==> src/sv/sac_pkg.sv <==
// Shared types, constants and helpers for the set-associative LRU cache tag array.
package sac_pkg;

	localparam int SET_CNT  = 256;
	localparam int WAYS     = 4;
	localparam int SET_W    = $clog2(SET_CNT);
	localparam int WAY_W    = (WAYS > 1) ? $clog2(WAYS) : 1;
	localparam int RANK_W   = WAY_W;
	localparam int TAG_W    = 32;
	localparam int ADDR_W   = 32;
	localparam int CNT_W    = 32;
	localparam int CFG_W    = 4;
	localparam int CFG_IDX_W = 1;

	localparam logic [CFG_IDX_W-1:0] REG_BLOCK_SHIFT = 1'b0;
	localparam logic [CFG_IDX_W-1:0] REG_SET_SHIFT   = 1'b1;

	localparam logic [CFG_W-1:0] BLOCK_SHIFT_RST = 4'd5;
	localparam logic [CFG_W-1:0] SET_SHIFT_RST   = 4'd8;

	// One set as it lives in the tag RAM.
	typedef struct packed {
		logic [WAYS-1:0]             valid;
		logic [WAYS-1:0][RANK_W-1:0] rank;
		logic [WAYS-1:0][TAG_W-1:0]  tag;
	} row_t;

	localparam int ROW_W = $bits(row_t);

	// Outcome of one lookup.
	typedef struct packed {
		logic             hit;
		logic [WAY_W-1:0] way;
	} lookup_t;

	function automatic logic [CNT_W-1:0] sat_inc(input logic [CNT_W-1:0] v);
		sat_inc = (v == {CNT_W{1'b1}}) ? v : v + CNT_W'(1);
	endfunction

endpackage

==> src/sv/sac_replace.sv <==
// Tag compare, victim choice and recency update for one set.
module sac_replace (
	input  sac_pkg::row_t                   row,
	input  logic [sac_pkg::TAG_W-1:0]       tag,
	output sac_pkg::lookup_t                result,
	output sac_pkg::row_t                   row_next
);

	always_comb begin
		logic                          hit;
		logic [sac_pkg::WAY_W-1:0]     hit_way;
		logic                          inv_found;
		logic [sac_pkg::WAY_W-1:0]     inv_way;
		logic [sac_pkg::RANK_W-1:0]    oldest;
		logic [sac_pkg::WAY_W-1:0]     lru_way;
		logic [sac_pkg::WAY_W-1:0]     victim;
		logic                          was_valid;
		logic [sac_pkg::RANK_W-1:0]    old_rank;

		hit       = 1'b0;
		hit_way   = '0;
		inv_found = 1'b0;
		inv_way   = '0;
		oldest    = '0;
		lru_way   = '0;
		for (int w = 0; w < sac_pkg::WAYS; w++) begin
			if (!hit && row.valid[w] && row.tag[w] == tag) begin
				hit     = 1'b1;
				hit_way = sac_pkg::WAY_W'(w);
			end
			if (!inv_found && !row.valid[w]) begin
				inv_found = 1'b1;
				inv_way   = sac_pkg::WAY_W'(w);
			end
			// Ties go to the higher way, matching a scan with >=.
			if (row.rank[w] >= oldest) begin
				oldest  = row.rank[w];
				lru_way = sac_pkg::WAY_W'(w);
			end
		end

		if (hit) begin
			victim = hit_way;
		end else if (inv_found) begin
			victim = inv_way;
		end else begin
			victim = lru_way;
		end

		was_valid = row.valid[victim];
		old_rank  = row.rank[victim];

		row_next = row;
		for (int k = 0; k < sac_pkg::WAYS; k++) begin
			if (sac_pkg::WAY_W'(k) == victim) begin
				row_next.rank[k]  = '0;
				row_next.valid[k] = 1'b1;
				row_next.tag[k]   = tag;
			end else if (row.valid[k] && (!was_valid || row.rank[k] < old_rank)) begin
				row_next.rank[k] = row.rank[k] + sac_pkg::RANK_W'(1);
			end
		end

		result.hit = hit;
		result.way = victim;
	end

endmodule
==> config.mk <==
export PLATFORM = sky130hd
export DESIGN_NAME = sac_replace
export DESIGN_NICKNAME = d
export VERILOG_FILES = /design/src/sv/sac_pkg.sv /design/src/sv/sac_replace.sv
export SDC_FILE = /design/constraint.sdc
export NUM_CORES = 1
export LEC_CHECK = 0
export ABC_AREA = 1
export BUFFER_PORTS_ARGS = -buffer_cell sky130_fd_sc_hd__buf_2
export CORE_AREA = 5 5 118 120
export DETAILED_ROUTE_END_ITERATION = 8
export DIE_AREA = 0 0 123 125
export PLACE_DENSITY = 0.73
export REMOVE_ABC_BUFFERS = 1
export SETUP_SLACK_MARGIN = 0.05
export SLEW_MARGIN = 5
export SYNTH_ARGS = -nofsm -noshare
export SYNTH_HDL_FRONTEND = slang
export SYNTH_SLANG_ARGS = --single-unit
==> constraint.sdc <==
create_clock -name vclk -period 11.2
set_input_delay 2.24 -clock vclk [all_inputs]
set_output_delay 2.24 -clock vclk [all_outputs]
set_load 0.02 [all_outputs]
Word level (Yosys, flattened, before mapping)

Index checks and enable logic that the tools add are counted.
W data, S select, Z words.

Flip-flop bits (word level): 0
Input port bits: 172
Output and inout port bits: 143

Add/subtract/negate cells: 4
Magnitude comparators: 9
Equal/unequal tests: 7
Mux-type cells: 42
Reduce and logical (&&, ||, !) cells: 28

Operators with widths:

| cell                  | number |
|---|---|
| $eq A32 B32 Y1        | 4 |
| $mux W32              | 4 |
| $mux W2               | 20 |
| $mux W1               | 16 |
| $logic_and A1 B1 Y1   | 14 |
| $logic_not A1 Y1      | 9 |
| $add A2 B1 Y2 const B | 4 |
| $lt A2 B2 Y1          | 4 |
| $ge A2 B2 Y1          | 3 |
| $bmux W2 S2           | 1 |
| $eq A2 B2 Y1 const A  | 2 |
| $logic_or A1 B1 Y1    | 4 |
| $lt A2 B3 Y1 const B  | 1 |
| $bmux W1 S2           | 1 |
| $eq A1 B2 Y1 const A  | 1 |
| $ge A2 B1 Y1 const B  | 1 |
| $logic_not A2 Y1      | 1 |

Longest topological paths before layout

Gate-level depths: netlist of the first run.

Word-level depth: 23
Gate-level depth with buffers: 31
Gate-level depth less buffers: 31

Worst setup path after synthesis of the first run

OpenSTA, ideal clock, no wires.

Path type: input -> output
From: input row[129] in the netlist's numbering
To: output row_next[64] in the netlist's numbering
Arrival: 5559 ps
Required time: 8960 ps
Setup slack: 3401 ps
Stages: 21
Cells stage by stage: inv_1 ha_1 a21oi_1 nor2_1 nand2_1 o21ai_0 ha_1 nor2_1 o21bai_1 nor2_1 a21oi_1 ha_1 o21ai_0 nand3_1 o221ai_1 nand3_4 nand2_4 nand2_1 buf_2 buf_2 o21ai_0

RTL lines:

| element         | line             | text |
|---|---|---|
| start, declared | sac_replace.sv:3 | `input sac_pkg::row_t row,` |
| end, declared   | sac_replace.sv:6 | `output sac_pkg::row_t row_next` |

==> out/qor.txt, run 1 <==
Fill cells: 1,494
Number of flip-flops and latches: 0
Port Buffers: 315
Boundary pin count: 315
Post-route cell area: 5960 um^2
Area of the multi-input gates: 3670 um^2
Synthesis Warnings: 0
DR iter-0 viols: 542
Post-CTS Setup Inserts: 0
Largest net degree at the start of global routing: 52
GRT overflow: 0
Final wirelength: 22,900 um
DR vias: 6,973
Core Region: 12,900 um^2
Placement Rows: 42
Initial core utilization: 0.336
Share of cells above drive strength 1: 0.323
Drt via density: 4.98
Leak pwr: 0.00360 uW
Startpoint Class: primary input
Critical path arrival: 7.02 ns
Met1 usage: 0.340
Post_cts resized: 0
Worst slew pin tran: 1.17 ns
Max Cap Viol: 0
Hold Buf Count CTS: 0
Pwr Density: 54.2 nW/um^2
Die Y: 125 um
Post-synth cell types: 34
Crit-path max FO: 41
Antenna violations before repair: 1
Met2 Usage GRT: 0.490
DP HPWL: 19,300 um
HP Class: primary input to output pin
Total die area: 15,400 um^2
Setup WS pre-CTS: 1.96 ns
NumNets Final: 1,403
Sum of negative setup slack: 0 ns
Worst EP required: 8.96 ns
Met3 Usage GRT: 0.0348
Area Growth Syn to Fin: 37.7%
Post-Syn Area per Cell: 4.60 um^2
Endpoints failing hold: 0
Status: finished clean
Die W: 123 um
WL per Instance: 16.3 um
Layer with the highest usage: met2
CP endpoint kind: output pin
Rel. slew slack: 0.216
First-pass GRT wire length: 33,300 um
Post-DRT Antenna Nets: 0
Routability cong.: 0.937
Cell area after synthesis: 4330 um^2
GRT Total Usage: 0.273
Clock buffers: 0
Tcrit/Tclk final: 0.827
Setup-failing EPs final: 0
FF+latch area: 0 um^2
Minimum clock period: 9.26 ns
DR DRC count: 0
First-pass iteration count of the detailed router: 6
Mapped Cells: 941
Count of pins over their slew limit: 0
Kind of critical path: primary input to output pin
Fmax: 108 MHz
Final worst slack: 1.94 ns
Max VDD drop: 0.0248 mV
Placed cell area: 5960 um^2
Number of global-route vias before repair: 6,272
Register area share after synthesis: 0
RSZ-0062 raised after global routing: no
==> metal layers <==
| metal | share of wire | routed length [um] | vias up |
|---|---|---|---|
| met5 | 0 | 0 | - |
| met4 | 0.028 | 646 | 0 |
| met3 | 0.090 | 2070 | 42 |
| met2 | 0.48 | 11000 | 380 |
| met1 | 0.40 | 9100 | 3054 |
| li1 | - | - | 3497 |
==> cell families (layout without fill, tap and decap cells) <==
kind of cell | after synthesis | count (layout) | synth area share
AOI/OAI and AO/OA | 188 | 188 | 0.226
and+or+nand+nor | 555 | 555 | 0.544
other | 0 | 2 | 0
adders and majority gates | 8 | 8 | 0.0231
buffers and inverters | 164 | 444 | 0.155
xor gates and xnor gates | 26 | 26 | 0.0526
==> cell type report <==
| cell class | instances | area share |
|---|---|---|
| diodes | 2 | 0.000839 |
| inverters | 127 | 0.0804 |
| well taps | 176 | 0.0369 |
| repair buffers | 317 | 0.267 |
| multi-input cells | 777 | 0.615 |
==> synthesized netlist by cell type, types with 2 or more instances <==
library cell | count | area, um^2
nor3_1 | 4 | 20.0
xor2_1 | 3 | 26.3
or2_1 | 5 | 31.3
nand2_4 | 2 | 22.5
or2_0 | 2 | 12.5
a21oi_1 | 8 | 40.0
ha_1 | 8 | 100
clkbuf_1 | 12 | 45.0
nand2_1 | 392 | 1470
nand3_1 | 21 | 105
buf_6 | 2 | 22.5
nand3_2 | 10 | 100
o21ai_1 | 10 | 50.1
nand2_2 | 5 | 31.3
nor2_2 | 6 | 37.5
inv_2 | 31 | 116
buf_2 | 20 | 100
buf_4 | 3 | 22.5
or2_2 | 6 | 37.5
nor2_4 | 7 | 78.8
nand4_1 | 13 | 81.3
inv_1 | 95 | 357
a21oi_2 | 4 | 35.0
o21ai_0 | 161 | 806
xnor2_1 | 23 | 201
nor2_1 | 80 | 300
==> worst paths after layout <==
kind	from	endpoint	slack [ns]	cells past startpoint
hold / removal	row[46]	row_next[46]	4.83	4
setup / recovery	row[129]	row_next[120]	1.94	21
==> worst max-delay path: stages <==
cell and delay, ns:
buf_2 0.11, inv_1 0.16, ha_1 0.26, a21oi_1 0.12, nor2_1 0.08, o21ai_0 0.26, ha_1 0.29, nor2_1 0.10
o21bai_1 0.11, nor2_1 0.12, a21oi_1 0.05, ha_1 0.28, o21ai_0 0.08, nand3_1 0.10, o221ai_1 0.17, nand3_4 0.15
nand2_4 0.13, nor2_4 0.76, inv_1 0.72, o21ai_0 0.48, buf_2 0.24
==> through the flow <==
stage                     hold slack, ns  instances  utilization  power, uW
after floorplan                     4.66        904            -        185
after global placement              4.82       1397        0.463        320
after detailed placement            4.83       1397        0.463        321
after CTS                           4.83       1397        0.463        322
after global routing                4.86       1398        0.463        354
final                               4.83       1399        0.463        323
==> cells in the final DEF (no fill, tap or decap), types with 5 or more instances in the layout <==
cell type	Yosys	layout
a21oi_1	8	8
buf_2	20	315
ha_1	8	8
inv_1	95	95
inv_2	31	31
nand2_1	392	390
nand2_2	5	7
nand3_1	21	21
nand3_2	10	10
nand4_1	13	13
nor2_1	80	80
nor2_2	6	6
nor2_4	7	7
o21ai_0	161	161
o21ai_1	10	10
or2_1	5	5
or2_2	6	6
xnor2_1	23	23
==> power breakdown <==
group          switching [uW]  internal (uW)
clock                       0      0.0000239
sequential                  0              0
combinational             218            106
total                     218            106
(Power assumes the default switching activity.)
==> run 2, diff against run 1 <==
- ABC_AREA: 1 -> 0
- CORE_AREA: 5 5 118 120 -> 5 5 121 123
- DIE_AREA: 0 0 123 125 -> 0 0 126 128
- PLACE_DENSITY: 0.73 -> 0.69
- clock period: 11.2 -> 9.3 ns (I/O delays scaled with it)
==> run 2 against run 1 <==
Against the previous run:
- sequential cell count did not move
- wire length decreased by 6.8%
- area after synthesis shrank 3.5%
- critical path type unchanged
- setup slack worse by 1.1 ns
- combinational power is 26% higher
- core utilization down 3.7 points
- via count is 23% lower
- sequential share of layout area stayed put
- highest routed layer unchanged
- non-clock buffer count up 4
- hold slack got worse by 0.77 ns
- die area increased by 4.9%
- count of clock-buffer cells in the layout did not move
==> out/qor.txt, run 2 <==
GRT Total Usage: 0.242 (-0.0305)
Total die area: 16,100 um^2 (+4.9%)
Cell area after synthesis: 4180 um^2 (-3.5%)
Worst setup startpoint: row[130]
Final worst slack: 0.824 ns (-1.12 ns)
CP endpoint kind: output pin
Placed insts: 1,026 (-27%)
Max Cap Viol: 0 (unchanged)
Crit-path slowest cell: or4_1
Worst EP required: 7.44 ns (-1.52 ns)
Drt via density: 5.22 (+4.7%)
Met1 usage: 0.313 (-0.0272)
Post-route cell area: 5770 um^2 (-3.2%)
DR iter-0 viols: 342 (-37%)
Tcrit/Tclk final: 0.911
Antenna diode count: 0 (-2)
Leak pwr: 0.00277 uW (-23%)
Setup WS pre-CTS: 0.825 ns (-1.13 ns)
Rel. slew slack: 0.397 (+0.181)
Status: finished clean
Pwr Density: 70.6 nW/um^2 (+30%)
CP Buf/Inv Count: 4 (unchanged)
Antenna violations before repair: 0 (-1)
Critical-path cell list: buf_2 > inv_1 > ha_1 > nor2b_1 > o21bai_1 > o21ai_0 > ha_1 > nor2b_1 > o21ba_2 > nand2_1 > o21ai_0 > ha_1 > nand2b_1 > a2111o_1 > o21a_1 > a31oi_2 > nor2_8 > a222oi_1 > buf_4 > a21oi_2 > or4_1 > a31oi_1 > buf_2
Number of flip-flops and latches: 0 (unchanged)
Placed cell area: 5770 um^2 (-3.1%)
Fraction of the mapped netlist area in adder cells: 0.0287 (+0.00562)
Count of pins over their slew limit: 0 (unchanged)
Crit-path max cell delay: 0.47 ns (-0.29 ns)
Synthesis Warnings: 0 (unchanged)
Largest net degree at the start of global routing: 38 (-27%)
Post-Syn Area per Cell: 7.25 um^2 (+57%)
Pint: 160 uW (+51%)
Minimum clock period: 8.48 ns
Routability cong.: 0.881 (-6.0%)
NumNets Final: 1,028 (-27%)
Worst slew pin tran: 0.896 ns (-0.278 ns)
HP Class: primary input to output pin
Port Buffers: 315 (unchanged)
Post_cts resized: 0 (unchanged)
Worst hold stages: 4 (unchanged)
Top-count cell post-synth: nand2_1
Largest cells by area after synthesis: mux2_2 (26%), xor2_1 (15%), xnor2_1 (11%), nand2_1 (10%), nor4_1 (4.0%)
Final hold slack: 4.06 ns (-0.772 ns)
Post-DRT Antenna Nets: 0 (unchanged)
Number of global-route vias before repair: 5,351 (-15%)
Share of cells above drive strength 1: 0.513 (+0.190)
Layer with the highest usage: met2
Most frequent CP cell: ha_1
Clock buffers: 0 (unchanged)
DR vias: 5,352 (-23%)
Largest family of logic cells by synthesized area: simple AND/OR/NAND/NOR gates
Die W: 126 um (+2.4%)
Area of the multi-input gates: 3870 um^2 (+5.6%)
Met3 Usage GRT: 0.0350 (+0.000221)
Synth Area in Compound Gates: 0.0907 (-0.136)
Fmax: 118 MHz
WHS Endpoint: row_next[102]
Endpoints failing hold: 0 (unchanged)
Crit-path max FO: 37 (-9.8%)
Part of the power in the clock network: 0 (unchanged)
Met2 Usage GRT: 0.443 (-0.0473)
Max VDD drop: 0.0601 mV (+140%)
Hold_sp: row[102]
Setup-failing EPs final: 0 (unchanged)
XOR/XNOR share of the synthesized area: 0.262 (+0.209)
Synth top cells by count: nand2_1 (116), mux2_2 (95), xor2_1 (71), xnor2_1 (54), nor4_1 (27)
FF+latch area: 0 um^2 (unchanged)
RSZ-0062 raised after global routing: no
DR DRC count: 0 (unchanged)
First-pass GRT wire length: 31,000 um (-6.9%)
Net Sw Power: 248 uW (+14%)
Register area share after synthesis: 0 (unchanged)
Core Region: 13,600 um^2 (+5.3%)
Final wirelength: 21,300 um (-6.8%)
Sw Share: 0.608 (-0.0654)
Post-CTS Setup Inserts: 0 (unchanged)
Most common cell after layout, fill and taps aside: buf_2
Commonest cells after routing, fill and taps aside: buf_2 (315), nand2_1 (116), mux2_2 (95), xor2_1 (71), xnor2_1 (54)
First-pass iteration count of the detailed router: 7 (+1)
Share of synthesized area spent on multiplexers: 0.258 (+0.258)
Placement Rows: 43 (+2.4%)
Cell taking the most area after synthesis: mux2_2
Kind of critical path: primary input to output pin
Boundary pin count: 315 (unchanged)
Final Non-Filler Cells: 1,026 (-27%)
Fill cells: 1,489 (-0.33%)
Critical path arrival: 6.62 ns (-0.40 ns)
Startpoint Class: primary input
Area Growth Syn to Fin: 38.0%
Simple-gate share of the synthesized area: 0.284 (-0.260)
Top cell type's share of synthesized area: 0.256 (-0.0839)
DP HPWL: 17,900 um (-7.1%)
WL per Instance: 20.8 um (+27%)
Top delay family on crit path: compound AO/OA/AOI/OAI gates
Die Y: 128 um (+2.4%)
Sequential power share: 0 (unchanged)
Post-synth cell types: 59 (+74%)
Initial core utilization: 0.308 (-0.0280)
Mapped Cells: 577 (-39%)
GRT overflow: 0 (unchanged)
Power share of the combinational group: 1.000 (about the same)
Hold Buf Count CTS: 0 (unchanged)
==> run 2: changes by cell type after synthesis, sizes merged, moves of 68 or more <==
cell | before | now
nand2 | 399 | 116
o21ai | 172 | 8
inv | 127 | 14
mux2 | 0 | 95
nor2 | 93 | 15
xor2 | 3 | 71
==> run 2: stage by stage <==
stage	TNS, ns	utilization	power (uW)
detailed placement	0	0.426	407
global placement	0	0.426	406
floorplan	-1.65	-	237
global route	0	0.426	437
finish	0	0.426	407
CTS	0	0.426	409
==> run 2: power by group through the flow <==
stage,Sequential [uW],Clock [uW],Combinational (uW)
global route,0,0,437
CTS,0,0,409
floorplan,0,0,237
finish,0,0,407
detailed placement,0,0,407
global placement,0,0,406
==> run 2: cell families after synthesis <==
kind of cell | Yosys count
adder cells (fa/ha/maj) | 10
AND/OR/NAND/NOR | 232
XOR/XNOR | 125
AO/OA/AOI/OAI | 48
buffers and inverters | 66
multiplexers | 96
==> run 2: worst max-delay path by stage <==
stage               endpoint  slack, ns  cells past startpoint
6_report       row_next[130]       0.82                     23
3_3_place_gp   row_next[130]       0.92                     23
4_1_cts        row_next[134]       0.82                     23
3_5_place_dp   row_next[134]       0.83                     23
5_1_grt        row_next[130]       0.49                     23
2_1_floorplan  row_next[128]      -0.55                     21
==> run 2: cell type report <==
class,count,share of cell area
tap,180,0.0390
inverter,14,0.00910
multi-input combinational,511,0.671
timing repair buffer,321,0.281
==> run 2: per-layer routing <==
metal / routed length (um) / vias up
met2: 10500 / 240
met1: 9220 / 2518
met5: 0 / -
met4: 263 / 0
li1: - / 2577
met3: 1300 / 17
==> run 3, diff against run 2 <==
- ABC_AREA: 0 -> 1
- CORE_AREA: 5 5 121 123 -> 5 5 119 121
- DIE_AREA: 0 0 126 128 -> 0 0 124 126
- PLACE_DENSITY: 0.69 -> 0.72
==> run 3 against run 2 <==
Against the previous run:
- sequential cell count stayed put
- first-iteration DRC count grew 32%
- core utilization up 3.3 points
- combinational power shrank 4.9%
- setup slack gained 0.17 ns
- global-route usage is 2.8 points higher
- wire length rose by 7.1%
- non-clock buffer count is 5 lower
- largest power group unchanged
- critical path depth stayed put
==> out/qor.txt, run 3 (synthesis gave the netlist of run 1 again) <==
NumNets Final: 1,402 (+36%)
Setup-failing EPs final: 0 (unchanged)
Die Y: 126 um (-1.6%)
Clock buffers: 0 (unchanged)
Hold Buf Count CTS: 0 (unchanged)
Post-DRT Antenna Nets: 0 (unchanged)
Final wirelength: 22,800 um (+7.1%)
Boundary pin count: 315 (unchanged)
Worst slew pin tran: 1.14 ns (+0.243 ns)
Post-CTS Setup Inserts: 0 (unchanged)
Initial core utilization: 0.334 (+0.0253)
Final hold slack: 4.07 ns (+0.00829 ns)
Layout Utilization: 0.458 (+0.0327)
DR iter-0 viols: 451 (+32%)
WL per Instance: 16.3 um (-21%)
DP HPWL: 19,300 um (+7.7%)
Minimum clock period: 8.31 ns (-0.168 ns)
Kind of critical path: primary input to output pin
Setup WS pre-CTS: 1.04 ns (+0.215 ns)
Fill cells: 1,538 (+3.3%)
HP Class: primary input to output pin
Antenna diode count: 0 (unchanged)
DR DRC count: 0 (unchanged)
Number of global-route vias before repair: 6,250 (+17%)
Total die area: 15,600 um^2 (-3.1%)
Area Growth Syn to Fin: 37.4%
Number of flip-flops and latches: 0 (unchanged)
FF+latch area: 0 um^2 (unchanged)
Tcrit/Tclk final: 0.893 (-0.0181)
Die W: 124 um (-1.6%)
Max VDD drop: 0.0323 mV (-46%)
Drt via density: 4.91 (-5.9%)
Count of pins over their slew limit: 0 (unchanged)
Port Buffers: 315 (unchanged)
Critical path arrival: 6.45 ns (-0.17 ns)
Most common cell after layout, fill and taps aside: nand2_1
Antenna violations before repair: 0 (unchanged)
Pwr Density: 65.1 nW/um^2 (-7.7%)
DR vias: 6,851 (+28%)
Share of cells above drive strength 1: 0.322 (-0.191)
First-pass iteration count of the detailed router: 5 (-2)
Status: finished clean
Placed insts: 1,396 (+36%)
Rel. slew slack: 0.238 (-0.159)
Largest net degree at the start of global routing: 68 (+79%)
Core Region: 13,000 um^2 (-4.3%)
Max Cap Viol: 0 (unchanged)
Placement Rows: 42 (-2.3%)
CP endpoint kind: output pin
Fmax: 120 MHz (+2.0%)
Startpoint Class: primary input
Final Non-Filler Cells: 1,396 (+36%)
Routability cong.: 0.951 (+8.0%)
Area of the multi-input gates: 3670 um^2 (-5.3%)
Post_cts resized: 0 (unchanged)
First-pass GRT wire length: 33,100 um (+6.8%)
GRT Total Usage: 0.270 (+0.0277)
Sum of negative setup slack: 0 ns (unchanged)
Worst EP required: 7.44 ns (about the same)
Crit-path max FO: 43 (+16%)
Commonest cells after routing, fill and taps aside: nand2_1 (390), buf_2 (315), o21ai_0 (161), inv_1 (95), nor2_1 (80)
Leak pwr: 0.00360 uW (+30%)
GRT overflow: 0 (unchanged)
Endpoints failing hold: 0 (unchanged)
Final worst slack: 0.992 ns (+0.168 ns)
RSZ-0062 raised after global routing: no
## run 3: changes by cell type in the layout (fill, tap and decap cells not counted), moves of 27 or more
cell     delta
inv_1      +82
nand2_1   +274
o21ai_0   +153
inv_2      +30
xnor2_1    -31
nor2_1     +66
nor4_1     -27
mux2_2     -95
xor2_1     -68
## run 3: worst max-delay path: stages
cell and delay, ns:
buf_2 0.13, inv_1 0.14, ha_1 0.25, a21oi_1 0.12
nor2_1 0.07, nand2_1 0.05, o21ai_0 0.11, ha_1 0.29
nor2_1 0.04, o21bai_1 0.23, nor2_1 0.08, a21oi_1 0.15
ha_1 0.25, o21ai_0 0.17, nand3_1 0.12, o21ai_0 0.17
nand3_1 0.14, nand2_4 0.16, inv_4 0.08, nor2_4 0.55
inv_1 0.69, o21ai_0 0.35, buf_2 0.21
## run 3: worst paths after layout
| path | start | endpoint | slack (ns) | cells after the start |
|---|---|---|---|---|
| max | row[131] | row_next[51] | 0.99 | 23 |
| min | row[91] | row_next[91] | 4.07 | 4 |
## run 3: cell type report
| type | instances | share of cell area |
|---|---|---|
| multi-input cells | 777 | 0.616 |
| repair buffers | 316 | 0.266 |
| inverters | 127 | 0.0805 |
| well taps | 176 | 0.0370 |
## run 3: metal layers
| layer | track usage | share of wire | vias to the layer above |
|---|---|---|---|
| met3 | 0.0354 | 0.093 | 39 |
| met5 | 0 | 0 | - |
| met4 | 0.0677 | 0.029 | 0 |
| li1 | - | - | 3494 |
| met1 | 0.344 | 0.40 | 2992 |
| met2 | 0.477 | 0.48 | 326 |
## run 3: metrics by stage
step,area (um^2),total power (uW)
6_report,5950,387
3_5_place_dp,5950,386
2_1_floorplan,4140,223
3_3_place_gp,5950,384
4_1_cts,5950,387
5_1_grt,5950,425
## run 3: power breakdown
group / internal [uW] / leakage [uW] / total, uW / switching (uW)
Clock: 0 / 0 / 0 / 0
Sequential: 0 / 0 / 0 / 0
Combinational: 127 / 0.00360 / 387 / 260
