## config.mk

```make
export PLATFORM = sky130hd
export DESIGN_NAME = sac_ram
export DESIGN_NICKNAME = d
export VERILOG_FILES = /design/src/sv/sac_ram.sv
export SDC_FILE = /design/constraint.sdc
export NUM_CORES = 1
export LEC_CHECK = 0
export BUFFER_PORTS_ARGS = -buffer_cell sky130_fd_sc_hd__buf_4
export CELL_PAD_IN_SITES_DETAIL_PLACEMENT = 1
export CELL_PAD_IN_SITES_GLOBAL_PLACEMENT = 1
export CORE_MARGIN = 2
export CORE_UTILIZATION = 45
export DETAILED_ROUTE_END_ITERATION = 10
export GPL_TIMING_DRIVEN = 0
export MAX_ROUTING_LAYER = met4
export PLACE_DENSITY = 0.77
export SLEW_MARGIN = 20
export SYNTH_ARGS = -nofsm -noshare
export SYNTH_HDL_FRONTEND = slang
export SYNTH_SLANG_ARGS = --single-unit
```

## constraint.sdc

```tcl
create_clock -name clk -period 4.95 [get_ports clk]
set_input_delay 0.495 -clock clk [delete_from_list [all_inputs] [get_ports clk]]
set_output_delay 0.495 -clock clk [all_outputs]
set_load 0.005 [all_outputs]
```

## src/sv/sac_ram.sv

```systemverilog
// Generic single-write, single-read synchronous RAM with registered read data.
module sac_ram #(
	parameter int WIDTH = 8,
	parameter int DEPTH = 16
) (
	input  logic                     clk,
	input  logic                     we,
	input  logic [$clog2(DEPTH)-1:0] wr_addr,
	input  logic [WIDTH-1:0]         wr_data,
	input  logic                     re,
	input  logic [$clog2(DEPTH)-1:0] rd_addr,
	output logic [WIDTH-1:0]         rd_data
);

	logic [WIDTH-1:0] mem [DEPTH];

	always_ff @(posedge clk) begin
		if (we) begin
			mem[wr_addr] <= wr_data;
		end
		if (re) begin
			rd_data <= mem[rd_addr];
		end
	end

endmodule

```

# --- Yosys cells after proc, flatten, opt, wreduce, memory -nomap -nowiden ---
# Memories as Yosys holds them, arrays and structs flattened. A register that Yosys moved wholly into a read port is not among the register bits.
# Index checks and enable logic that the tools add are counted.
word_totals:
  ff_bits: 0
  ram_bits: 128
  input_bits: 19
  output_inout_bits: 8
  elab_cells: 3
  memories: 1
mem_list:
  columns: ["name", "words", "width", "read_ports", "rd_ports_with_merged_regs", "wr", "line", "source"]
  rows:
  - ["mem", 16, 8, 1, 1, 1, "15", "logic [WIDTH-1:0] mem [DEPTH];"]
op_classes:
  mux: 2
ops:
  columns: ["cell", "n"]
  rows:
  - ["$mux 1", 2]

# --- Longest topological paths before layout ---
# Gate-level depths: netlist of run 1.
logic_depth:
  depth_word: 2
  depth_mapped: 5
  ltp_nobuf: 3

# --- Least setup slack after synthesis of run 1 ---
# No wires, ideal clock.
synth_path:
  path_type: "input to register"
  start: "input port wr_addr[2]"
  end: "memory mem[0][0] (enable)"
  setup_ns: 0.383
  arrival_time_ns: 1.605
  required_time_ns: 4.567
  path_slack_ns: 2.962
  cell_stages: 2
  n_path_buf: 0
  cell_sequence: "or3b_2 > nor3_1"
synth_rtl:
  columns: ["element", "line", "source"]
  rows:
  - ["from (decl)", "8", "input logic [$clog2(DEPTH)-1:0] wr_addr,"]
  - ["to (decl)", "15", null]
# No word-level cell before the write port.

# --- Worst setup path in the final report of run 1 ---
layout_path:
  start: "input port wr_addr[2]"
  end: "memory mem[1][7] (enable)"
# No word-level cell before the write port.

==> impl_summary.txt, run 1 <==
----------------------------------------------------
[Clock tree]
  Number of clock sinks ... 136
  Clock transition at path regs ... 0.06 ns
  Number of buffers on the longest clock path ... 2
  Gates resized, CTS repair ... 0
  Clock tree root driver cell ... sky130_fd_sc_hd__clkbuf_16
  Clock tree from TritonCTS ... yes
  Buffers inserted by post-CTS timing repair ... 0
  CTS hold repair buffers ... 0
  H-Tree Level Count ... 4
  Clock buffers created by TritonCTS ... 17
  Insertion delay to the later sink of the worst-skew pair ... 0.41 ns

[Floorplanning]
  Total number of placement rows ... 39
  Die X ... 112 µm
  Vertical extent of the die ... 112 µm
  Total die area ... 12500 µm²
  Effective utilization at floorplan ... 46.0%
  Core Region ... about 11000 µm²
  I/O pin count ... 27

[Drt]
  Vias ... 2436
  Antenna-violating nets left ... 0
  Met2 wire length ... 5.59 mm
  Routed length on met3 ... 631 µm
  Residual DRC count ... 0
  Drt initial violations ... 184
  Final wirelength ... 11.1 mm
  Wire length per cell ... ~26 µm
  M1 WL ... approximately 4.8 mm
  Average via count per standard cell ... 5.68
  Highest metal used ... met4
  Pre-Repair DR Iteration Count ... 4

[Final layout]
  Fraction of layout cells with a size suffix above 1 ... 30.8%
  N_diodes ... 0
  Layout Cells excl Fill ... approximately 430
  Final instance area ... 6290 µm²
  Area delta synth->final ... 20.4%
  Layout Utilization ... 55.4%
  Fin nets ... 292

[Power]
  PnR Total Power ... 2.88 mW
  Maximum resistive drop on vdd ... 0.000222 V
  Power density relative to cell area ... 458 nW/µm²
  Clock power frac ... 50.2%
  Combinational share of power ... 4.6%
  Fraction of power spent switching nets ... a little under a fifth
  Sequential fraction of design power ... a little under half
  Switching power ... between 0.5 and 0.6 mW
  Leakage power of the design ... 2.10 nW
  Internal power contribution ... around 2.3 mW

[Timing]
  Accumulated negative setup slack ... 0 ns
  Unrepaired setup endpoints after global routing ... no
  Post-Route Skew ... 0.0150 ns
  Setup-violating endpoint count in the final report ... 0
  Minimum clock period after layout ... 1.76 ns
  Highest attainable clock frequency ... approximately 570 MHz
  Number of hold violations in the final report ... 0
  Worst-case hold slack ... 0.369 ns
  Setup slack after layout ... 3.19 ns
  Transition time of the tightest slew-check pin ... just under 0.9 ns
  Worst slew margin relative to its limit ... 40.8%
  Tcrit/Tclk final ... 35.6%
  Max-slew violation count ... 0

[Synth]
  Post-synthesis mux area share ... between 10% and 20%
  Post-synthesis share of cell area spent on xor and xnor gates ... 0%
  Async S/R FF share, synth ... 0%
  Main flop type after synthesis ... sky130_fd_sc_hd__edfxtp_1
  Part of the Yosys area used for sequential elements ... 78.1%
  Total number of yosys warnings ... 0
  Gate count of the mapped netlist ... 229
  Combined area of all synthesized cells ... 5230 µm²
  Fraction of the mapped netlist area in adder cells ... 0%
  Number of enable flip-flop cells after synthesis ... 136
  Simple-gate share of the synthesized area ... 3.14%
  Syn Nets ... 248
  FF+latch count, synth ... about 140
  Number of distinct library cells after synthesis ... 18
  Main combinational cell family by area after synthesis ... multiplexers
  Area fraction in compound gates after synthesis ... 2.30%
  Syn_area_per_cell ... approximately 23 µm²

[Place]
  Port Buf Inserts ... 25
  Post-detail-place hpwl ... 6.85 mm
  Final weighted congestion in routability-driven placement ... 0.725
  Worst setup timing slack at the placement stage ... approximately 2.7 ns
  Post-Place Cell Area ... 5610 µm²
  Cell count after placement ... 397

[Global route]
  Via count of the first global-routing pass ... 2580
  Global-route wire length before repair ... 16.7 mm
  Largest net degree at the start of global routing ... 17
  Overflow left after global routing ... 0
  Global-route total usage across every layer ... 19.8%
  Number of antenna violations at the first check in global routing ... 0

[Worst setup path]
  Crit Path Max Fanout ... 8
  Setup slack of the worst register-to-register path ... 3.41 ns
  Timing startpoint of the critical path ... wr_addr[2]
  Startpoint type of the worst setup path ... input port
  Worst path arrival time ... 1.79 ns
  Worst EP required ... 4.98 ns
  FF-to-FF path depth ... 3
  Sort of element at the end of the critical path ... register
  FF-to-FF Start ... mem[0][0]$_DFFE_PP_
  Crit path kind ... input port to register
  Worst reg2reg endpoint ... rd_data[0]$_DFFE_PP_

[Outcome]
  Run status ... finished, final reports clean

[Hold path]
  Worst Hold End ... rd_data[1]$_DFFE_PP_
  HP Class ... input port to register
  Worst min-delay path startpoint ... re
  Instance count along the most critical hold path ... 1

[Flow run]
  Number of maximum-capacitance violations ... 0

----------------------------------------------------
## area by class of cell
class	count	area [µm²]
Fill cell	965	5070
Sequential cell	136	4080
Multi-Input combinational cell	83	1080
Clock buffer	17	425
Clock inverter	15	255
Timing Repair Buffer	25	188
Tap cell	143	179
Buffer	10	86.3
## cells by family (layout without fill, tap and decap cells)
kind of cell,count (synthesis),after routing
multiplexers,32,32
AND/OR/NAND/NOR,35,35
AO/OA/AOI/OAI,16,16
flip-flops,136,136
buffers and inverters,10,67
## per-layer routing
metal / vias up / global-route usage (%)
met4: 0 / 6.50
li1: 1069 / -
met1: 1280 / 26.7
met3: 4 / 4.90
met2: 83 / 30.1
met5: - / -
## layout by cell type, fill, tap and decap left out
master and count:
sky130_fd_sc_hd__or3b_2 1, sky130_fd_sc_hd__and2b_1 1, sky130_fd_sc_hd__nor2b_1 1, sky130_fd_sc_hd__buf_4 26, sky130_fd_sc_hd__nand3b_1 2, sky130_fd_sc_hd__clkinvlp_4 3
sky130_fd_sc_hd__edfxtp_1 136, sky130_fd_sc_hd__bufinv_16 7, sky130_fd_sc_hd__nand2_1 9, sky130_fd_sc_hd__nor2_1 13, sky130_fd_sc_hd__and2_1 1, sky130_fd_sc_hd__mux4_2 18
sky130_fd_sc_hd__buf_6 3, sky130_fd_sc_hd__nand2b_1 2, sky130_fd_sc_hd__clkdlybuf4s25_2 3, sky130_fd_sc_hd__a22oi_1 16, sky130_fd_sc_hd__clkinv_2 3, sky130_fd_sc_hd__nand3_1 1
sky130_fd_sc_hd__clkinv_1 2, sky130_fd_sc_hd__buf_2 3, sky130_fd_sc_hd__clkbuf_16 17, sky130_fd_sc_hd__nor3_2 4, sky130_fd_sc_hd__mux4_1 14
## worst max-delay path by stage
| stage | to |
|---|---|
| 2_1_floorplan | mem[0][0]$_DFFE_PP_ |
| 3_3_place_gp | mem[0][7]$_DFFE_PP_ |
| 3_5_place_dp | mem[4][0]$_DFFE_PP_ |
| 4_1_cts | mem[4][0]$_DFFE_PP_ |
| 5_1_grt | mem[2][7]$_DFFE_PP_ |
| 6_report | mem[1][7]$_DFFE_PP_ |
## power groups by stage
| stage | clock network (mW) | registers (mW) | logic [mW] |
|---|---|---|---|
| 2_1_floorplan | 0 | 1.33 | 0.0655 |
| 3_3_place_gp | 0 | 1.33 | 0.125 |
| 4_1_cts | 1.46 | 1.31 | 0.133 |
| 6_report | 1.45 | 1.31 | 0.132 |
| 5_1_grt | 1.50 | 1.31 | 0.141 |
| 3_5_place_dp | 0 | 1.33 | 0.131 |
## registers in the layout (all words and copies together), names as in the netlist
register  flops
mem         128
rd_data       8
## synthesized netlist by cell type (all sizes together), types with 2 or more instances
cell type      instances  area [µm²]
buf                    7        56.3
edfxtp               136        4080
a22oi                 16         120
nor3                   4        20.0
nand2                  9        33.8
nand2b                 2        12.5
mux4                  32         773
clkdlybuf4s25          3        30.0
nor2                  13        48.8
nand3b                 2        15.0
## critical path: stages
cell	delay (ns)
sky130_fd_sc_hd__buf_4	0.12
sky130_fd_sc_hd__or3b_2	0.54
sky130_fd_sc_hd__nor2_1	0.64
(Power assumes the default switching activity.)
==> inputs of run 2 (changes only) <==
--- a/config.mk
+++ b/config.mk
@@ -13,7 +13,7 @@
 export DETAILED_ROUTE_END_ITERATION = 10
 export GPL_TIMING_DRIVEN = 0
 export MAX_ROUTING_LAYER = met4
-export PLACE_DENSITY = 0.77
+export PLACE_DENSITY = 0.79
 export SLEW_MARGIN = 20
 export SYNTH_ARGS = -nofsm -noshare
 export SYNTH_HDL_FRONTEND = slang
==> constraint.sdc (replaced) <==
create_clock -name clk -period 1.5 [get_ports clk]
set_input_delay 0.15 -clock clk [delete_from_list [all_inputs] [get_ports clk]]
set_output_delay 0.15 -clock clk [all_outputs]
set_load 0.005 [all_outputs]
==> impl_summary.txt, run 2 (synthesized netlist as in run 1, its figures left out) <==
----------------------------------------------------
[Outcome]
  Run status ... finished, final reports clean

[Timing]
  Unrepaired setup endpoints after global routing ... yes
  Setup-violating endpoint count in the final report ... 0 (unchanged)
  Number of hold violations in the final report ... 0 (unchanged)
  Setup slack after layout ... 0.0138 ns (-3.17 ns)
  Transition time of the tightest slew-check pin ... 0.810 ns (-0.0741 ns)
  Worst slew margin relative to its limit ... 45.8% (+5.0 points)
  Tcrit/Tclk final ... between 90% and 100%
  Worst-case hold slack ... 0.0655 ns (-0.303 ns)
  Post-Route Skew ... 0.00691 ns (-0.00812 ns)
  Highest attainable clock frequency ... 673 MHz
  Max-slew violation count ... 0 (unchanged)
  Minimum clock period after layout ... around 1.5 ns

[Drt]
  Vias ... 2442 (+0.25%)
  Final wirelength ... 10.7 mm (-3.0%)
  Wire length per cell ... 25.0 µm (-3.2%)
  Average via count per standard cell ... 5.68 (about the same)
  Highest metal used ... met4
  Residual DRC count ... 0 (unchanged)
  Met2 wire length ... 5.51 mm (-1.4%)
  Drt initial violations ... 189 (+2.7%)
  Pre-Repair DR Iteration Count ... 5 (+1)
  Antenna-violating nets left ... 0 (unchanged)
  Routed length on met3 ... 601 µm (-4.8%)
  M1 WL ... 4.48 mm (-6.0%)

[Place]
  Worst setup timing slack at the placement stage ... -0.382 ns (-3.09 ns)
  Post-detail-place hpwl ... 6.89 mm (+0.60%)
  Final weighted congestion in routability-driven placement ... 0.739 (+2.1%)
  Cell count after placement ... 397 (unchanged)
  Port Buf Inserts ... 25 (unchanged)

[Clock tree]
  Clock tree from TritonCTS ... yes
  Clock transition at path regs ... 0.05 ns (about the same)
  Number of buffers on the longest clock path ... 2 (unchanged)
  H-Tree Level Count ... 4 (unchanged)
  Clock buffers created by TritonCTS ... 17 (unchanged)
  Insertion delay to the later sink of the worst-skew pair ... 0.41 ns (about the same)
  Number of clock sinks ... 136 (unchanged)
  Clock tree root driver cell ... sky130_fd_sc_hd__clkbuf_16

[Final layout]
  Layout fillers ... 970 (+0.52%)
  Flip-flop count of the largest register, all copies and words added ... 128 (unchanged)
  Area delta synth->final ... 20.0%
  Biggest regs ... mem (128), rd_data (8)
  N_diodes ... 0 (unchanged)
  Fraction of layout cells with a size suffix above 1 ... 34.5% (+3.7 points)
  Register with the highest flop count ... mem
  Top library cells by usage in the layout, fill and taps aside ... sky130_fd_sc_hd__edfxtp_1 (136), sky130_fd_sc_hd__buf_4 (26), sky130_fd_sc_hd__mux4_2 (22)
  Layout Cells excl Fill ... 430 (+0.23%)
  Layout Utilization ... 55.2% (-0.18 points)
  Commonest non-fill, non-tap cell in the layout ... sky130_fd_sc_hd__edfxtp_1
  Fin nets ... 293 (+0.34%)

[Worst setup path]
  Setup slack of the worst register-to-register path ... 0.01 ns (-3.40 ns)
  Sort of element at the end of the critical path ... register
  Family with the most delay on the worst path ... multiplexers
  FF-to-FF path depth ... 3 (unchanged)
  Critical path depth in cells ... 3 (unchanged)
  Crit Path Max Fanout ... 1 (-7)
  Slowest CP cell ... sky130_fd_sc_hd__mux4_2
  Crit path kind ... register to register
  Worst path cell trace ... mux4_2, a22oi_2, nand2_1
  Delay of the slowest critical-path stage ... 0.48 ns (-0.16 ns)
  Startpoint type of the worst setup path ... register
  Worst path arrival time ... 1.63 ns (-0.16 ns)
  Worst EP required ... 1.64 ns (-3.34 ns)
  FF-to-FF Start ... mem[1][0]$_DFFE_PP_
  Crit path buffers/inverters ... 0 (-1)
  Worst reg2reg endpoint ... rd_data[0]$_DFFE_PP_

[Global route]
  Largest net degree at the start of global routing ... 17 (unchanged)
  Via count of the first global-routing pass ... 2681 (+3.9%)
  Global-route wire length before repair ... 16.5 mm (-1.3%)
  Global-route total usage across every layer ... 19.7% (-0.12 points)
  Overflow left after global routing ... 0 (unchanged)
  Number of antenna violations at the first check in global routing ... 0 (unchanged)

[Floorplanning]
  I/O pin count ... 27 (unchanged)
  Effective utilization at floorplan ... 46.0% (unchanged)
  Vertical extent of the die ... 112 µm (unchanged)
  Total die area ... 12500 µm² (unchanged)
  Die X ... 112 µm (unchanged)
  Total number of placement rows ... 39 (unchanged)
  Core Region ... 11400 µm² (unchanged)

[Hold path]
  Worst Hold End ... mem[6][5]$_DFFE_PP_
  Worst min-delay path startpoint ... wr_data[5]
  HP Class ... input port to register
  Instance count along the most critical hold path ... 1 (unchanged)

[Power]
  Power density relative to cell area ... 1450 nW/µm² (+220%)
  Leakage power of the design ... 2.07 nW (-1.4%)
  Maximum resistive drop on vdd ... 0.000837 V (+280%)

[Flow run]
  Number of maximum-capacitance violations ... 0 (unchanged)

----------------------------------------------------
[run 2: changes by cell type in the layout (fill, tap and decap cells not counted), sizes merged]
cell | previous run | this run
clkbuf | 17 | 21
clkinvlp | 3 | 0
bufinv | 7 | 5
clkinv | 5 | 6
dlygate4sd3 | 0 | 1
[run 2: worst max-delay path by stage]
stage	start	slack [ns]	to
2_1_floorplan	rd_addr[0]	0.07	rd_data[1]$_DFFE_PP_
5_1_grt	mem[3][0]$_DFFE_PP_	-0.02	rd_data[0]$_DFFE_PP_
3_3_place_gp	wr_addr[2]	-0.42	mem[8][2]$_DFFE_PP_
6_report	mem[1][0]$_DFFE_PP_	0.01	rd_data[0]$_DFFE_PP_
4_1_cts	mem[5][0]$_DFFE_PP_	-0.008	rd_data[0]$_DFFE_PP_
3_5_place_dp	wr_addr[2]	-0.38	mem[2][1]$_DFFE_PP_
[run 2: final cells by class]
type                            instances  area [µm²]  share of cell area [%]
Tap cell                              143         179                    2.85
Clock buffer                           21         440                    7.02
Clock inverter                         11         178                    2.83
Sequential cell                       136        4080                    65.1
Multi-Input combinational cell         83        1110                    17.7
Timing Repair Buffer                   26         198                    3.15
Buffer                                 10        86.3                    1.38
[run 2: power breakdown]
group / internal [mW] / switching, mW
Clock: 2.92 / 1.42
Combinational: 0.198 / 0.255
Sequential: 4.29 / 0.0226
Total: 7.41 / 1.70
[run 2: worst reg2reg max path, cell delays in order, from the launching register on]
cell and delay [ns]:
sky130_fd_sc_hd__edfxtp_1 0.37, sky130_fd_sc_hd__mux4_2 0.48, sky130_fd_sc_hd__a22oi_2 0.26, sky130_fd_sc_hd__nand2_1 0.11
[run 2: per-stage QoR]
step                      power, mW  instance area [µm²]  TNS (ns)
after global routing           9.36                 6270   -0.0211
final                          9.11                 6270         0
after detailed placement       4.82                 5610    -17.28
after global placement         4.79                 5600    -20.57
after floorplan                4.59                 5230         0
after CTS                      9.17                 6270  -0.00829
[run 2: timing repair]
item                                    in CTS  in global routing
pin swaps                                    1                  4
resized for setup                           10                  5
endpoints found under the setup margin       6                 12
endpoints found under the hold margin        4                  0
buffers inserted                             0                  0
hold buffers                                 1                  0
[run 2: routing by layer]
metal,global-route usage [%],vias up
met5,-,-
met2,30.2,90
met4,7.49,0
li1,-,1067
met3,5.44,9
met1,25.3,1276
==> inputs of run 3 (changes only) <==
==> constraint.sdc (replaced) <==
create_clock -name clk -period 1.5 [get_ports clk]
set_input_delay 0.3 -clock clk [delete_from_list [all_inputs] [get_ports clk]]
set_output_delay 0.3 -clock clk [all_outputs]
set_load 0.005 [all_outputs]
==> impl_summary.txt, run 3 (synthesized netlist as in run 1, its figures left out) <==
----------------------------------------------------
[Drt]
  Average via count per standard cell ... 5.76 (+1.5%)
  Vias ... 2472 (+1.2%)
  Drt initial violations ... 175 (-7.4%)
  Residual DRC count ... 0 (unchanged)
  Antenna-violating nets left ... 0 (unchanged)
  Final wirelength ... 11.5 mm (+6.7%)
  Wire length per cell ... 26.7 µm (+6.9%)
  Pre-Repair DR Iteration Count ... 5 (unchanged)

[Worst setup path]
  Worst EP required ... 1.54 ns (-0.10 ns)
  Startpoint type of the worst setup path ... input port
  Crit path kind ... input port to register
  Worst path arrival time ... 1.59 ns (-0.04 ns)
  Crit Path Max Fanout ... 8 (+7)
  Sort of element at the end of the critical path ... register

[Place]
  Post-detail-place hpwl ... 7.09 mm (+2.9%)
  Port Buf Inserts ... 25 (unchanged)
  Post-Place Cell Area ... 5590 µm² (-0.36%)
  Cell count after placement ... 397 (unchanged)
  Final weighted congestion in routability-driven placement ... 0.751 (+1.5%)
  Worst setup timing slack at the placement stage ... -0.463 ns (-0.0809 ns)

[Final layout]
  Final instance area ... 6240 µm² (-0.54%)
  Fraction of layout cells with a size suffix above 1 ... 38.5% (+4.0 points)
  Fin nets ... 292 (-0.34%)
  Flip-flop count of the largest register, all copies and words added ... 128 (unchanged)
  Multi-input gate area in the final layout ... 1060 µm² (-4.5%)
  Top library cells by usage in the layout, fill and taps aside ... sky130_fd_sc_hd__edfxtp_1 (136), sky130_fd_sc_hd__mux4_2 (32), sky130_fd_sc_hd__buf_4 (25)
  Area delta synth->final ... 19.4%
  Layout Cells excl Fill ... 429 (-0.23%)
  Commonest non-fill, non-tap cell in the layout ... sky130_fd_sc_hd__edfxtp_1
  Layout fillers ... 988 (+1.9%)
  Register with the highest flop count ... mem
  Biggest regs ... mem (128), rd_data (8)
  N_diodes ... 0 (unchanged)
  Sequential cell area ... 4080 µm² (unchanged)

[Timing]
  Post-Route Skew ... 0.00936 ns (+0.00245 ns)
  Minimum clock period after layout ... 1.55 ns (+0.0630 ns)
  Worst-case hold slack ... 0.164 ns (+0.0983 ns)
  Max-slew violation count ... 0 (unchanged)
  Tcrit/Tclk final ... 103% (+4.2 points)
  Transition time of the tightest slew-check pin ... 0.858 ns (+0.0473 ns)
  Unrepaired setup endpoints after global routing ... yes
  Worst slew margin relative to its limit ... 42.6% (-3.2 points)
  Number of hold violations in the final report ... 0 (unchanged)
  Highest attainable clock frequency ... 645 MHz (-4.1%)
  Setup slack after layout ... -0.0492 ns (-0.0630 ns)
  Setup-violating endpoint count in the final report ... 17 (+17)

[Floorplanning]
  Core Region ... 11400 µm² (unchanged)
  Vertical extent of the die ... 112 µm (unchanged)
  I/O pin count ... 27 (unchanged)
  Effective utilization at floorplan ... 46.0% (unchanged)
  Die X ... 112 µm (unchanged)
  Total number of placement rows ... 39 (unchanged)
  Total die area ... 12500 µm² (unchanged)

[Power]
  Power density relative to cell area ... 1450 nW/µm² (about the same)
  Maximum resistive drop on vdd ... 0.000693 V (-17%)
  Leakage power of the design ... 2.03 nW (-2.0%)

[Outcome]
  Run status ... finished, violations left
  Violations in the final reports ... negative setup slack

[Clock tree]
  Number of buffers on the longest clock path ... 2 (unchanged)
  Clock buffers created by TritonCTS ... 17 (unchanged)
  Number of clock sinks ... 136 (unchanged)
  Insertion delay to the later sink of the worst-skew pair ... 0.42 ns (about the same)
  Clock transition at path regs ... 0.06 ns (about the same)
  CTS hold repair buffers ... 0 (-1)
  H-Tree Level Count ... 4 (unchanged)
  Clock tree root driver cell ... sky130_fd_sc_hd__clkbuf_16
  Clock tree from TritonCTS ... yes

[Flow run]
  Number of maximum-capacitance violations ... 0 (unchanged)

[Global route]
  Via count of the first global-routing pass ... 2652 (-1.1%)
  Global-route total usage across every layer ... 20.6% (+0.89 points)
  Overflow left after global routing ... 0 (unchanged)
  Number of antenna violations at the first check in global routing ... 0 (unchanged)
  Global-route wire length before repair ... 17.4 mm (+5.6%)
  Largest net degree at the start of global routing ... 17 (unchanged)

[Hold path]
  HP Class ... input port to register

----------------------------------------------------
==> run 3: metal layers <==
metal / up-vias / global-route usage [%] / routed length, µm
li1: 1057 / - / -
met1: 1309 / 27.3 / 4780
met2: 91 / 30.6 / 5760
met3: 15 / 5.39 / 700
met4: 0 / 8.40 / 212
met5: - / - / 0
==> run 3: layout make-up <==
class	instances	area share, %
flip-flops and latches	136	65.4
clock inverters	14	2.91
clock buffers	18	6.88
repair buffers	25	3.01
well taps	143	2.87
plain buffers	10	1.92
multi-input cells	83	17.0
==> run 3: path summary, 6_finish.rpt <==
| check | startpoint | to | slack, ns | depth (start not counted) |
|---|---|---|---|---|
| min | re | rd_data[2]$_DFFE_PP_ | 0.16 | 1 |
| max | wr_addr[2] | mem[3][5]$_DFFE_PP_ | -0.05 | 3 |
| min reg2reg | mem[10][4]$_DFFE_PP_ | rd_data[4]$_DFFE_PP_ | 0.78 | 3 |
| max reg2reg | mem[3][5]$_DFFE_PP_ | rd_data[5]$_DFFE_PP_ | -0.02 | 3 |
==> run 3: timing repair <==
action	in CTS	in global routing
gates cloned	0	0
endpoints found under the setup margin	44	21
setup buffers	0	0
pin swaps	2	1
gates resized for setup	8	2
==> run 3: worst max-delay path, stage by stage <==
cell                     delay, ns
sky130_fd_sc_hd__buf_4        0.12
sky130_fd_sc_hd__or3b_2       0.55
sky130_fd_sc_hd__nor2_1       0.62
==> run 3: power breakdown <==
| group | total (mW) | switching (mW) | internal, mW |
|---|---|---|---|
| Clock | 4.28 | 1.52 | 2.76 |
| Sequential | 4.31 | 0.0256 | 4.28 |
| Combinational | 0.469 | 0.261 | 0.208 |
| Total | 9.06 | 1.80 | 7.25 |
==> run 3: through the flow <==
step / setup TNS [ns] / util (%) / total power [mW]
finish: -0.599 / 54.9 / 9.06
global placement: -39.55 / 49.1 / 4.81
CTS: -0.598 / 54.8 / 9.12
global route: -1.57 / 54.9 / 9.32
detailed placement: -37.94 / 49.2 / 4.84
floorplan: -1.99 / - / 4.61
